===== src/hdl/multichannel_frame_ring_buffer_macros.svh =====
// assertion macros for the multichannel frame ring buffer
`ifndef MULTICHANNEL_FRAME_RING_BUFFER_MACROS_SVH
`define MULTICHANNEL_FRAME_RING_BUFFER_MACROS_SVH

// condition holds at every edge out of reset
`define FRB_ASSERT_ALWAYS(lbl, cond, msg) \
  lbl: assert property (@(posedge clk) disable iff (!rst_n) (cond)) else $error(msg);

// consequent holds in the same cycle as the antecedent
`define FRB_ASSERT_IMPLY(lbl, ante, cons, msg) \
  lbl: assert property (@(posedge clk) disable iff (!rst_n) (ante) |-> (cons)) else $error(msg);

// consequent holds after the antecedent, not in its cycle
`define FRB_ASSERT_DELAY2(lbl, ante, cons, msg) \
  lbl: assert property (@(posedge clk) disable iff (!rst_n) (ante) |-> ##2 (cons)) else $error(msg);

`endif


===== src/hdl/frb_pkg.sv =====
// shared types, codes and constants of the multichannel frame ring buffer
package frb_pkg;

  localparam int NUM_LANES     = 8;
  localparam int LANE_BITS     = 32;
  localparam int CNT_W         = 11;
  localparam int CH_W          = 4;
  localparam int CFG_IDX_W     = 1;
  localparam int CFG_DATA_W    = 11;
  localparam int DEF_DEPTH     = 1024;
  localparam int DEF_CHANNELS  = 8;
  localparam int DEF_SAMPLE_W  = 32;
  localparam logic [CNT_W-1:0] RST_CAPACITY = 11'd1024;
  localparam logic [CH_W-1:0]  RST_CHANNELS = 4'd2;

  typedef enum logic [1:0] {
    OP_PUSH  = 2'd0,
    OP_POP   = 2'd1,
    OP_CLEAR = 2'd2
  } op_t;

  typedef enum logic [CFG_IDX_W-1:0] {
    CFG_FRAME_CAPACITY = 1'b0,
    CFG_CHANNEL_COUNT  = 1'b1
  } cfg_reg_t;

  typedef logic [NUM_LANES-1:0][LANE_BITS-1:0] lanes_t;

  typedef struct packed {
    logic [1:0]           operation;
    logic [LANE_BITS-1:0] sample_0;
    logic [LANE_BITS-1:0] sample_1;
    logic [LANE_BITS-1:0] sample_2;
    logic [LANE_BITS-1:0] sample_3;
    logic [LANE_BITS-1:0] sample_4;
    logic [LANE_BITS-1:0] sample_5;
    logic [LANE_BITS-1:0] sample_6;
    logic [LANE_BITS-1:0] sample_7;
  } in_item_t;

  typedef struct packed {
    logic [LANE_BITS-1:0] out_sample_0;
    logic [LANE_BITS-1:0] out_sample_1;
    logic [LANE_BITS-1:0] out_sample_2;
    logic [LANE_BITS-1:0] out_sample_3;
    logic [LANE_BITS-1:0] out_sample_4;
    logic [LANE_BITS-1:0] out_sample_5;
    logic [LANE_BITS-1:0] out_sample_6;
    logic [LANE_BITS-1:0] out_sample_7;
    logic                 accepted;
    logic [CNT_W-1:0]     frames_held;
    logic [CNT_W-1:0]     frames_free;
  } out_item_t;

  // result bookkeeping carried alongside the memory read
  typedef struct packed {
    logic                 accepted;
    logic [NUM_LANES-1:0] lane_en;
    logic [CNT_W-1:0]     readable;
    logic [CNT_W-1:0]     writable;
  } meta_t;

  typedef struct packed {
    logic [CNT_W-1:0] count;
    logic [CNT_W-1:0] cap_eff;
  } status_t;

  function automatic lanes_t in_lanes(input in_item_t item);
    lanes_t l;
    l[0] = item.sample_0;
    l[1] = item.sample_1;
    l[2] = item.sample_2;
    l[3] = item.sample_3;
    l[4] = item.sample_4;
    l[5] = item.sample_5;
    l[6] = item.sample_6;
    l[7] = item.sample_7;
    return l;
  endfunction

  function automatic out_item_t pack_out(input lanes_t l, input meta_t m);
    out_item_t o;
    o.out_sample_0 = l[0];
    o.out_sample_1 = l[1];
    o.out_sample_2 = l[2];
    o.out_sample_3 = l[3];
    o.out_sample_4 = l[4];
    o.out_sample_5 = l[5];
    o.out_sample_6 = l[6];
    o.out_sample_7 = l[7];
    o.accepted     = m.accepted;
    o.frames_held  = m.readable;
    o.frames_free  = m.writable;
    return o;
  endfunction

endpackage


===== src/hdl/frb_ctrl.sv =====
// configuration registers, ring indices, frame count and per-item decision
module frb_ctrl #(
  parameter int DEPTH_FRAMES = frb_pkg::DEF_DEPTH,
  parameter int MAX_CHANNELS = frb_pkg::DEF_CHANNELS,
  localparam int IDX_W       = $clog2(DEPTH_FRAMES)
) (
  input  logic                                clk,
  input  logic                                rst_n,
  input  logic                                accept,
  input  frb_pkg::in_item_t                   in_item,
  input  logic                                cfg_we,
  input  logic [frb_pkg::CFG_IDX_W-1:0]       cfg_index,
  input  logic [frb_pkg::CFG_DATA_W-1:0]      cfg_wdata,
  output logic                                wr_en,
  output logic [MAX_CHANNELS-1:0]             wr_lane_en,
  output logic [IDX_W-1:0]                    wr_addr,
  output logic                                rd_en,
  output logic [IDX_W-1:0]                    rd_addr,
  output logic                                vld_r,
  output frb_pkg::meta_t                      meta_r,
  output frb_pkg::status_t                    status
);
  import frb_pkg::*;

  localparam int CMP_W = 17;

  logic [CNT_W-1:0] cap_r;
  logic [CH_W-1:0]  ch_r;
  logic [IDX_W-1:0] rd_idx_r, rd_idx_nxt;
  logic [IDX_W-1:0] wr_idx_r, wr_idx_nxt;
  logic [CNT_W-1:0] count_r, count_nxt;
  logic [CNT_W-1:0] cap_eff;
  logic [CH_W-1:0]  ch_eff;
  logic [NUM_LANES-1:0] lane_en;
  logic [CMP_W-1:0] cap_ext, rd_ext, wr_ext, rd_inc, wr_inc;
  logic             push_ok, pop_ok, ok;
  meta_t            meta_nxt;

  always_comb begin
    if (32'(cap_r) > 32'(DEPTH_FRAMES)) begin
      cap_eff = CNT_W'(DEPTH_FRAMES);
    end else begin
      cap_eff = cap_r;
    end
    if (ch_r == '0) begin
      ch_eff = CH_W'(1);
    end else if (32'(ch_r) > 32'(MAX_CHANNELS)) begin
      ch_eff = CH_W'(MAX_CHANNELS);
    end else begin
      ch_eff = ch_r;
    end
    for (int l = 0; l < NUM_LANES; l++) begin
      lane_en[l] = CH_W'(l) < ch_eff;
    end
  end

  assign cap_ext = CMP_W'(cap_eff);
  assign rd_ext  = CMP_W'(rd_idx_r);
  assign wr_ext  = CMP_W'(wr_idx_r);
  assign rd_inc  = rd_ext + CMP_W'(1);
  assign wr_inc  = wr_ext + CMP_W'(1);

  always_comb begin
    push_ok    = 1'b0;
    pop_ok     = 1'b0;
    ok         = 1'b0;
    rd_idx_nxt = rd_idx_r;
    wr_idx_nxt = wr_idx_r;
    count_nxt  = count_r;
    if (accept) begin
      unique case (in_item.operation)
        OP_PUSH: begin
          if (cap_eff != '0 && count_r < cap_eff && wr_ext < cap_ext) begin
            push_ok    = 1'b1;
            ok         = 1'b1;
            wr_idx_nxt = (wr_inc >= cap_ext) ? '0 : IDX_W'(wr_inc);
            count_nxt  = count_r + CNT_W'(1);
          end
        end
        OP_POP: begin
          if (cap_eff != '0 && count_r != '0 && rd_ext < cap_ext) begin
            pop_ok     = 1'b1;
            ok         = 1'b1;
            rd_idx_nxt = (rd_inc >= cap_ext) ? '0 : IDX_W'(rd_inc);
            count_nxt  = count_r - CNT_W'(1);
          end
        end
        OP_CLEAR: begin
          ok         = 1'b1;
          rd_idx_nxt = '0;
          wr_idx_nxt = '0;
          count_nxt  = '0;
        end
        default: begin
        end
      endcase
    end
    // a register write also empties the buffer
    if (cfg_we) begin
      rd_idx_nxt = '0;
      wr_idx_nxt = '0;
      count_nxt  = '0;
    end
  end

  always_comb begin
    meta_nxt.accepted = ok;
    meta_nxt.lane_en  = pop_ok ? lane_en : '0;
    meta_nxt.readable = count_nxt;
    meta_nxt.writable = (count_nxt <= cap_eff) ? cap_eff - count_nxt : '0;
  end

  assign wr_en      = push_ok;
  assign wr_lane_en = lane_en[MAX_CHANNELS-1:0];
  assign wr_addr    = wr_idx_r;
  assign rd_en      = pop_ok;
  assign rd_addr    = rd_idx_r;

  assign status.count   = count_r;
  assign status.cap_eff = cap_eff;

  always_ff @(posedge clk) begin
    if (!rst_n) begin
      cap_r    <= RST_CAPACITY;
      ch_r     <= RST_CHANNELS;
      rd_idx_r <= '0;
      wr_idx_r <= '0;
      count_r  <= '0;
      vld_r    <= 1'b0;
    end else begin
      if (cfg_we) begin
        unique case (cfg_index)
          CFG_FRAME_CAPACITY: cap_r <= cfg_wdata[CNT_W-1:0];
          CFG_CHANNEL_COUNT:  ch_r  <= cfg_wdata[CH_W-1:0];
          default: begin
          end
        endcase
      end
      rd_idx_r <= rd_idx_nxt;
      wr_idx_r <= wr_idx_nxt;
      count_r  <= count_nxt;
      vld_r    <= accept;
    end
  end

  always_ff @(posedge clk) begin
    meta_r <= meta_nxt;
  end

endmodule


===== config.mk =====
export PLATFORM = sky130hd
export DESIGN_NAME = frb_ctrl
export DESIGN_NICKNAME = d
export VERILOG_FILES = /design/src/hdl/multichannel_frame_ring_buffer_macros.svh /design/src/hdl/frb_pkg.sv /design/src/hdl/frb_ctrl.sv
export SDC_FILE = /design/constraint.sdc
export NUM_CORES = 1
export LEC_CHECK = 0
export BUFFER_PORTS_ARGS = -buffer_cell sky130_fd_sc_hd__buf_2
export CAP_MARGIN = 10
export CORE_AREA = 2 2 138 140
export CTS_CLUSTER_DIAMETER = 30
export DETAILED_ROUTE_END_ITERATION = 12
export DIE_AREA = 0 0 140 142
export HOLD_SLACK_MARGIN = 0.05
export REMOVE_ABC_BUFFERS = 1
export SETUP_SLACK_MARGIN = 0.3
export SLEW_MARGIN = 10
export SYNTH_ARGS = -nofsm -noshare
export SYNTH_HDL_FRONTEND = slang
export SYNTH_SLANG_ARGS = --single-unit

===== constraint.sdc =====
create_clock -name clk -period 5.3 [get_ports clk]
set_input_delay 0.53 -clock clk [delete_from_list [all_inputs] [get_ports clk]]
set_output_delay 0.53 -clock clk [all_outputs]
set_load 0.005 [all_outputs]

### Yosys cells after proc, flatten, opt, wreduce, memory -nomap -nowiden

Index checks and enable logic that the tools add are counted.

* input port bits: 274
* output and inout bits: 84
* register bits after elaboration: 78

* mux-type cells: 21
* order comparisons: 16
* bitwise logic cells: 2
* add/sub/neg operators: 5
* reduce and logical (&&, ||, !) cells: 15
* equality and inequality tests: 4

Operators by type and width (number)
* $mux W11: 5
* $mux W10: 4
* $pmux W10 S2: 2
* $pmux W11 S3: 1
* $add A10 B1 Y11 const B: 2
* $ge A11 B11 Y1: 2
* $lt A10 B11 Y1: 2
* $reduce_bool A11 Y1: 2
* $lt A3 B4 Y1 const A: 4
* $add A11 B1 Y11 const B: 1
* $gt A11 B11 Y1 const B: 1
* $le A11 B11 Y1: 1
* $lt A11 B11 Y1: 1
* $sub A11 B1 Y11 const B: 1
* $sub A11 B11 Y11: 1
* $lt A1 B4 Y1 const A: 2
* $lt A2 B4 Y1 const A: 2
* $mux W4: 2
* $mux W1: 6
* $reduce_and A3 Y1: 2
* $gt A4 B4 Y1 const B: 1
* $logic_and A1 B1 Y1: 4
* $logic_not A4 Y1: 1
* $ne A2 B2 Y1 const B: 2
* 8 further kinds: 11

### Longest topological paths before layout

Gate-level depths: netlist of run 1.

* word-level depth: 10
* mapped depth: 23

### Least setup slack after synthesis of run 1

OpenSTA, ideal clock, no wires.

* kind: register -> register
* start: reg cap_r[10]
* end: reg meta_r[10] in the netlist's numbering
* buffers on the path: 3
* setup time: 0.132 ns
* stages on the path, launching flop included: 21
* slack: 0.722 ns
* clock period less this slack: 4.578 ns
* arrival time: 4.446 ns
* cell sequence: dfxtp_1 inv_1 clkbuf_1 nand2_1 ha_1 a21o_1 a211o_1 o221ai_1 clkbuf_1 a211oi_1 a221oi_1 a21o_1 ha_1 nor2b_1 o21a_1 o21ai_0 a21oi_1 a221o_1 a31oi_1 clkbuf_1 nor3_1

* longest elaborated chain between the ends: 10
* elaborated cells on any way between the ends: 17
* classes of those cells: add/sub: 1; order compare: 5; mux: 6; reduce/logical: 5

Ends and longest elaborated chain
* from (decl): RTL line frb_ctrl.sv:27 `logic [CNT_W-1:0] cap_r;`
* from (signal assigned): RTL line frb_ctrl.sv:133 `CFG_FRAME_CAPACITY: cap_r <= cfg_wdata[CNT_W-1:0];`
* $gt A11 B11 Y1: RTL line frb_ctrl.sv:40 `if (32'(cap_r) > 32'(DEPTH_FRAMES)) begin`
* $mux W11 *: RTL line frb_ctrl.sv:40
* $lt A11 B11 Y1 or $reduce_bool A11 Y1 (tied branches): RTL line frb_ctrl.sv:73, frb_ctrl.sv:81
* $logic_and A1 B1 Y1, on equally long branches (2 in a row): RTL line frb_ctrl.sv:73, frb_ctrl.sv:81
* $mux W11, on equally long branches: RTL line frb_ctrl.sv:73, frb_ctrl.sv:81
* $pmux W11 S3: RTL line frb_ctrl.sv:71 `unique case (in_item.operation)`
* $mux W11: RTL line frb_ctrl.sv:70 `if (accept) begin`
* $mux W11: RTL line frb_ctrl.sv:99 `if (cfg_we) begin`
* $sub A11 B11 Y11 or $le A11 B11 Y1 (tied branches): RTL line frb_ctrl.sv:110 `meta_nxt.writable = (count_nxt <= cap_eff) ? cap_eff - count_nxt : '0;`
* to (signal assigned): RTL line frb_ctrl.sv:147 `meta_r <= meta_nxt;`
* to (decl): RTL line frb_ctrl.sv:20 `output frb_pkg::meta_t meta_r,`

Mark *: on every way between the ends. The rest lies on a longest branch, timed or not.
A chain may end at the register's enable or synchronous reset.

### Worst setup path in the final report of run 1

Ends and elaborated chain as after synthesis.

==> run_results.csv, run 1 <==
group,metric,value,unit
worst_setup_path,required,5540,ps
worst_setup_path,cp_cell_sequence,"clkinvlp_4, buf_4, nand2_2, ha_1, o211ai_1, a21oi_1, o41ai_2, and3_1, buf_4, a21oi_1, o21ai_0, buf_4, a21o_1, ha_1, nor2b_1, o21a_1, o21ai_0, a21oi_1, a221o_1, a31oi_1, buf_4, nor3_1",
worst_setup_path,r2r_end,"meta_r[10]$_SDFF_PN0_",
worst_setup_path,start_kind,"flip-flop",
worst_setup_path,critPathBufInv,5,
worst_setup_path,cp-end-kind,"flip-flop",
clock_tree,cts_tree,"built",
drt,antenna_left,0,
synthesis,yosysSeqAreaShare,28.4,%
drt,wl_per_cell,17.8,um
synthesis,syn_avg_cell_area,8.31,um2
synthesis,synthCells,661,
sta,setup_viol,0,
global_routing,grt_start_max_net_pins,31,
status,status,"finished with violations",
layout,n_antenna_cell,0,
sta,period_needed,4680,ps
layout,fin_nets,1132,
clock_tree,htreeDepth,3,
sta,finalCritPeriodShare,88.3,%
worst_setup_path,cpPeakStageDelay,380,ps
worst_setup_path,crit_family,"compound AO/OA/AOI/OAI gates",
synthesis,synth.most_common_cell,"dfxtp_1",
die,die-area,0.0199,mm2
min_path,worstHoldPathCells,3,
min_path,min_path_type,"in -> reg",
power_and_ir_drop,leakage,3.17,nW
sta,finalHoldViolCount,0,
worst_setup_path,reg2regPathDepth,22,
place,dp_hpwl,14400,um
drt,drt_iter0_drc,419,
clock_tree,clock_latency,350,ps
drt,drc,1,
synthesis,synth_largest_area_cell,"dfxtp_1",
worst_setup_path,crit_slowest_cell,"dfxtp_1",
clock_tree,root_buffer,"clkbuf_16",
sta,drv_slew,0,
synthesis,synth.top_cell.area_share,28.4,%
synthesis,yosysUniqueCellTypes,71,
synthesis,async_flop_share,0,%
die,ioPinCount,358,
place,place_area,0.00646,mm2
die,start_util,29.8,%
synthesis,yosys_warnings,0,
drt,num_vias,5512,
synthesis,synth_commonest_cells,"78 x dfxtp_1, 75 x nand2_1, 68 x ha_1",
synthesis,synthFlopType,"dfxtp_1",
place,portBuffers,100,
global_routing,grt_pass1_wl,28900,um
sta,worst_pin_slew,899,ps
sta,relSlewSlack,39.4,%
synthesis,ys_seq_elements,78,
clock_tree,clk_pin_slew,60,ps
min_path,min_to,"cap_r[4]$_SDFFE_PN0P_",
synthesis,synth_area_leaders,"dfxtp_1 28%, ha_1 15%, nand2_1 5.1%",
worst_setup_path,crit_type,"reg -> reg",
die,row_count,50,
die,dieHeight,142,um
worst_setup_path,crit_arrival,4920,ps
synthesis,synth_area,0.00549,mm2
die,core_area,0.0185,mm2
clock_tree,ctsHoldBuffers,0,
die,dieWidth,140,um
min_path,hp-start,"cfg_wdata[4]",
worst_setup_path,r2r_start,"cap_r[10]$_SDFFE_PN1P_",
global_routing,gr-total-overflow,0,
status,violations,"design-rule violations",
place,gp_congestion,0.962,
drt,routed_wl,18300,um
power_and_ir_drop,pwr_density_cell,209,mW/mm2
global_routing,antenna_found_initial,0,
flow_run,cap_violations,0,
clock_tree,clockBufferDepth,2,
global_routing,grt_use_total,18.7,%
layout,synthToLayoutAreaGrowth,23.7,%
drt,detail_route.vias_per_cell,5.37,
sta,grt_setup_unrepaired,"no",
power_and_ir_drop,irDropWorstVdd,0.153,mV
worst_setup_path,crit_fanout,11,
sta,finClkSkew,8.68,ps
layout,drive_above_1_share,24.7,%
global_routing,grt_pass1_vias,5346,
sta,fin_tns_setup,0,ps
sta,fmax,0.214,GHz
synthesis,synth_edf_count,0,
clock_tree,cts_buffers,9,
worst_setup_path,worst_path_most_repeated_cell,"buf_4",
layout,stdcell_area,0.00680,mm2
drt,drtPass1Iterations,9,
clock_tree,cts_sinks,78,
worst_setup_path,r2r_slack,620,ps
==> metal layers <==
metal / routed length [um] / global-route usage [%]
met5: 0 / 0
met4: 232 / 4.41
met3: 1620 / 6.46
met2: 8180 / 29.3
met1: 8290 / 24.9
==> worst max path at each step <==
| stage | to | from | cells after the start | slack (ps) |
|---|---|---|---|---|
| 6_report | meta_r[10]$_SDFF_PN0_ | cap_r[10]$_SDFFE_PN1P_ | 22 | 620 |
| 5_1_grt | meta_r[10]$_SDFF_PN0_ | cap_r[10]$_SDFFE_PN1P_ | 21 | 340 |
| 4_1_cts | meta_r[10]$_SDFF_PN0_ | cap_r[10]$_SDFFE_PN1P_ | 22 | 340 |
| 3_5_place_dp | meta_r[10]$_SDFF_PN0_ | cap_r[10]$_SDFFE_PN1P_ | 22 | 400 |
| 3_3_place_gp | meta_r[10]$_SDFF_PN0_ | cap_r[10]$_SDFFE_PN1P_ | 22 | 410 |
| 2_1_floorplan | meta_r[10]$_SDFF_PN0_ | cap_r[10]$_SDFFE_PN1P_ | 17 | 670 |
==> power by group <==
part           internal [mW]  total [mW]  switching [mW]
Sequential             0.605       0.615          0.0102
Combinational         0.0881       0.214           0.126
Clock                  0.338       0.594           0.256
Total                   1.03        1.42           0.393
==> area by class of cell <==
cell class | count | area (um2)
inverter | 27 | 105
clock buffer | 11 | 253
sequential | 78 | 1560
timing repair buffer | 146 | 846
multi-input combinational | 527 | 3720
clock inverter | 4 | 22.5
fill | 1905 | 11700
tap | 234 | 293
==> layout by cell type, fill, tap and decap left out, drive strengths merged, types with 7 or more instances in the layout <==
cell and instances:
nor3 21, dfxtp 78, buf 146, ha 68, inv 25, nand3 31
a21oi 41, xor2 11, and2 11, nor2 37, a21o 20, a31oi 10
nand2b 11, and3 14, xnor2 10, a21boi 15, nor4 11, clkbuf 11
nand2 75, o21ai 19, nor2b 9, nand4 10, or2 8, or3 7
==> tightest hold or removal path, stage by stage <==
cell,delay (ps)
buf_2,100
nand2_1,40
a21boi_0,60
==> cell families (layout without fill, tap and decap cells) <==
family | after synthesis | after routing | share of synthesized area [%]
simple gates | 257 | 257 | 24.2
compound gates | 177 | 177 | 23.1
other cells | 1 | 1 | 0.0683
flops | 78 | 78 | 28.4
xor+xnor | 21 | 21 | 3.35
mux | 2 | 2 | 0.364
fa+ha+maj | 69 | 69 | 15.9
buf+inv | 56 | 188 | 4.62
==> flip-flops by register name, indices dropped and copies added, names as in the netlist <==
name     cells
meta_r      31
vld_r        1
cap_r       11
ch_r         4
wr_addr     10
rd_addr     10
count_r     11
==> metrics by stage <==
step	hold WS, ps	cells	power (mW)	worst slack [ps]	util [%]
floorplan	456	632	0.738	666	-
global placement	472	1009	0.834	408	35.0
detailed placement	472	1009	0.834	401	35.0
CTS	425	1024	1.43	339	36.5
global route	423	1027	1.48	343	36.8
finish	425	1027	1.42	620	36.8
==> repair_timing <==
action | 4_1_cts | 5_1_grt
setup buffers | 0 | 3
gates resized for setup | 0 | 12
endpoints found under the setup margin | 0 | 11
Power figures use the tool's default switching activity.
==> run 2: changes to the inputs <==
ABC_AREA = 1   (was unset)
CORE_AREA = 2 2 139 141   (was 2 2 138 140)
DIE_AREA = 0 0 141 143   (was 0 0 140 142)
==> run 2 against run 1 <==
The run now ends clean. Non-clock buffer count down 28. Cell count is 18% higher. Via count rose by 7.2%. Clock power increased by 11%. Worst hold slack improved by 2.1 ps. Sequential share of layout area decreased by 0.62 points. Sequential power up 6.7%. First-iteration DRC count decreased by 38%. Critical path type unchanged.
==> run_results.csv, run 2 <==
group,metric,value,unit
layout,final_cell_mix,"195 x nand2_1, 110 x inv_1, 106 x nor2_1",
sta,fin_tns_setup,0,ps
synthesis,synthFlopType,"dfxtp_1",
worst_setup_path,crit_slowest_cell,"ha_1",
worst_setup_path,start_kind,"flip-flop",
layout,synthToLayoutAreaGrowth,19.7,%
die,die-area,0.0202,mm2
place,place_area,0.00666,mm2
place,portBuffers,100,
drt,drtPass1Iterations,7,
layout,n_antenna_cell,0,
worst_setup_path,critPathBufInv,4,
layout,reg_top3,"meta_r: 31 flops, cap_r: 11 flops, count_r: 11 flops",
sta,worst_pin_slew,786,ps
sta,finClkSkew,14.0,ps
min_path,min_to,"cap_r[10]$_SDFFE_PN1P_",
sta,fmax,0.215,GHz
global_routing,grt_pass1_vias,5740,
layout,fin_nets,1315,
worst_setup_path,reg2regPathDepth,28,
global_routing,grt_pass1_wl,29500,um
worst_setup_path,worst_path_most_repeated_cell,"nand2_1",
synthesis,synth_largest_area_cell,"dfxtp_1",
sta,finalCritPeriodShare,87.8,%
clock_tree,root_buffer,"clkbuf_16",
worst_setup_path,crit_type,"reg -> reg",
clock_tree,cts_buffers,9,
min_path,worstHoldPathCells,3,
layout,final_util,37.6,%
synthesis,yosysSeqAreaShare,26.8,%
power_and_ir_drop,irDropWorstVdd,0.163,mV
power_and_ir_drop,swShare,32.1,%
layout,stdcell_area,0.00699,mm2
synthesis,synth_area_leaders,"dfxtp_1 27%, ha_1 15%, nand2_1 13%",
worst_setup_path,r2r_end,"meta_r[9]$_SDFF_PN0_",
drt,antenna_left,0,
drt,drt_iter0_drc,261,
clock_tree,clock_latency,340,ps
clock_tree,cts_tree,"built",
worst_setup_path,crit_fanout,11,
sta,finalHoldViolCount,0,
power_and_ir_drop,p_int,1.23,mW
worst_setup_path,r2r_start,"cap_r[8]$_SDFFE_PN0P_",
synthesis,yosys_warnings,0,
worst_setup_path,required,5550,ps
power_and_ir_drop,combPwrFrac,27.3,%
worst_setup_path,cpPeakStageDelay,420,ps
clock_tree,clockBufferDepth,2,
die,ioPinCount,358,
power_and_ir_drop,pwr_density_cell,259,mW/mm2
global_routing,antenna_found_initial,0,
synthesis,synthCells,862,
synthesis,yosysUniqueCellTypes,46,
global_routing,grt_start_max_net_pins,18,
min_path,min_path_type,"in -> reg",
worst_setup_path,cp-end-kind,"flip-flop",
die,row_count,50,
power_and_ir_drop,p_sw,582,uW
power_and_ir_drop,pwr-share-seq,36.2,%
global_routing,grt_use_total,18.6,%
layout,drive_above_1_share,16.9,%
drt,wl_per_cell,15.4,um
synthesis,synth_commonest_cells,"195 x nand2_1, 111 x inv_1, 107 x nor2_1",
die,dieHeight,143,um
drt,detail_route.vias_per_cell,4.88,
synthesis,synth.most_common_cell,"nand2_1",
synthesis,ys_seq_elements,78,
place,dp_hpwl,14600,um
sta,period_needed,4650,ps
synthesis,syn_avg_cell_area,6.77,um2
sta,drv_slew,0,
min_path,hp-start,"cfg_wdata[10]",
layout,largest_reg_flops,31,
clock_tree,htreeDepth,3,
drt,routed_wl,18600,um
clock_tree,clk_pin_slew,60,ps
sta,relSlewSlack,47.4,%
clock_tree,cts_setup_buffers,0,
synthesis,synth.top_cell.area_share,26.8,%
synthesis,synth_edf_count,0,
global_routing,gr-total-overflow,0,
synthesis,async_flop_share,0,%
drt,drc,0,
layout,final_common_cell,"nand2_1",
sta,grt_setup_unrepaired,"no",
clock_tree,ctsHoldBuffers,0,
power_and_ir_drop,leakage,3.78,nW
worst_setup_path,r2r_slack,650,ps
sta,setup_viol,0,
worst_setup_path,crit_arrival,4910,ps
worst_setup_path,crit_family,"simple AND/OR/NAND/NOR gates",
power_and_ir_drop,power.share.clock,36.5,%
place,gp_congestion,0.895,
die,dieWidth,141,um
die,start_util,31.4,%
drt,num_vias,5908,
layout,regMostFlops,"meta_r",
synthesis,synth_area,0.00583,mm2
status,status,"complete, no violations",
clock_tree,cts_sinks,78,
die,core_area,0.0186,mm2
flow_run,cap_violations,0,
## run 2: changes by cell type after synthesis, sizes merged, moves of 12 or more
cell,delta
a21o,-18
nor2,+75
a21boi,-14
and3,-12
nand4,+17
inv,+88
nand3,+26
a21oi,+22
nand2,+128
xor2,+15
o21ai,+12
## run 2: timing repair
item,CTS,global route
resized for setup,1,3
cloned,0,0
setup endpoints to repair,11,11
## run 2: final cells by class
class	instances	area [um2]
Clock inverter	6	87.6
Sequential cell	78	1560
Timing Repair Buffer	118	636
Tap cell	234	293
Multi-Input combinational cell	648	3740
Fill cell	1991	11600
Inverter	117	443
Clock buffer	9	225
## run 2: worst min-delay path: cells and delay by family
kind / cells / cell delay [ps]
buf+inv: 1 / 70
compound gates: 1 / 60
simple gates: 1 / 40
## run 2: worst max path at each step
stage | from | end | slack, ps | cells after the start
2_1_floorplan | cap_r[6]$_SDFFE_PN0P_ | meta_r[9]$_SDFF_PN0_ | 1210 | 30
3_3_place_gp | cap_r[8]$_SDFFE_PN0P_ | meta_r[0]$_SDFF_PN0_ | 100 | 28
3_5_place_dp | cap_r[8]$_SDFFE_PN0P_ | meta_r[9]$_SDFF_PN0_ | 200 | 28
4_1_cts | cap_r[8]$_SDFFE_PN0P_ | meta_r[9]$_SDFF_PN0_ | 530 | 28
5_1_grt | cap_r[8]$_SDFFE_PN0P_ | meta_r[9]$_SDFF_PN0_ | 310 | 28
6_report | cap_r[8]$_SDFFE_PN0P_ | meta_r[9]$_SDFF_PN0_ | 650 | 28
## run 2: cell families (layout without fill, tap and decap cells)
group | count (synthesis) | count (layout) | synth area share [%]
simple gates | 431 | 431 | 33.1
buf+inv | 136 | 250 | 9.37
compound gates | 116 | 116 | 11.1
flops | 78 | 78 | 26.8
fa+ha+maj | 69 | 69 | 14.9
xor+xnor | 31 | 31 | 4.65
other cells | 1 | 1 | 0.0643
## run 2: metal layers
layer	track usage [%]	up-vias	routed length (um)
li1	-	3055	-
met1	24.0	2639	8500
met2	29.4	178	7990
met3	5.23	36	1460
met4	7.68	0	675
met5	0	-	0
## run 2: power groups by stage
stage | Sequential [mW] | Clock [mW] | Combinational [mW]
after floorplan | 0.677 | 0 | 0.313
after global placement | 0.670 | 0 | 0.486
after detailed placement | 0.669 | 0 | 0.489
after CTS | 0.656 | 0.673 | 0.493
after global routing | 0.662 | 0.700 | 0.555
final | 0.656 | 0.662 | 0.494
## run 2: through the flow
| step | hold WS, ps | setup slack [ps] | cells | power, mW |
|---|---|---|---|---|
| floorplan | 449 | 1210 | 843 | 0.989 |
| global placement | 467 | 101 | 1195 | 1.16 |
| detailed placement | 473 | 203 | 1195 | 1.16 |
| CTS | 417 | 533 | 1210 | 1.82 |
| global route | 444 | 308 | 1210 | 1.92 |
| finish | 427 | 649 | 1210 | 1.81 |
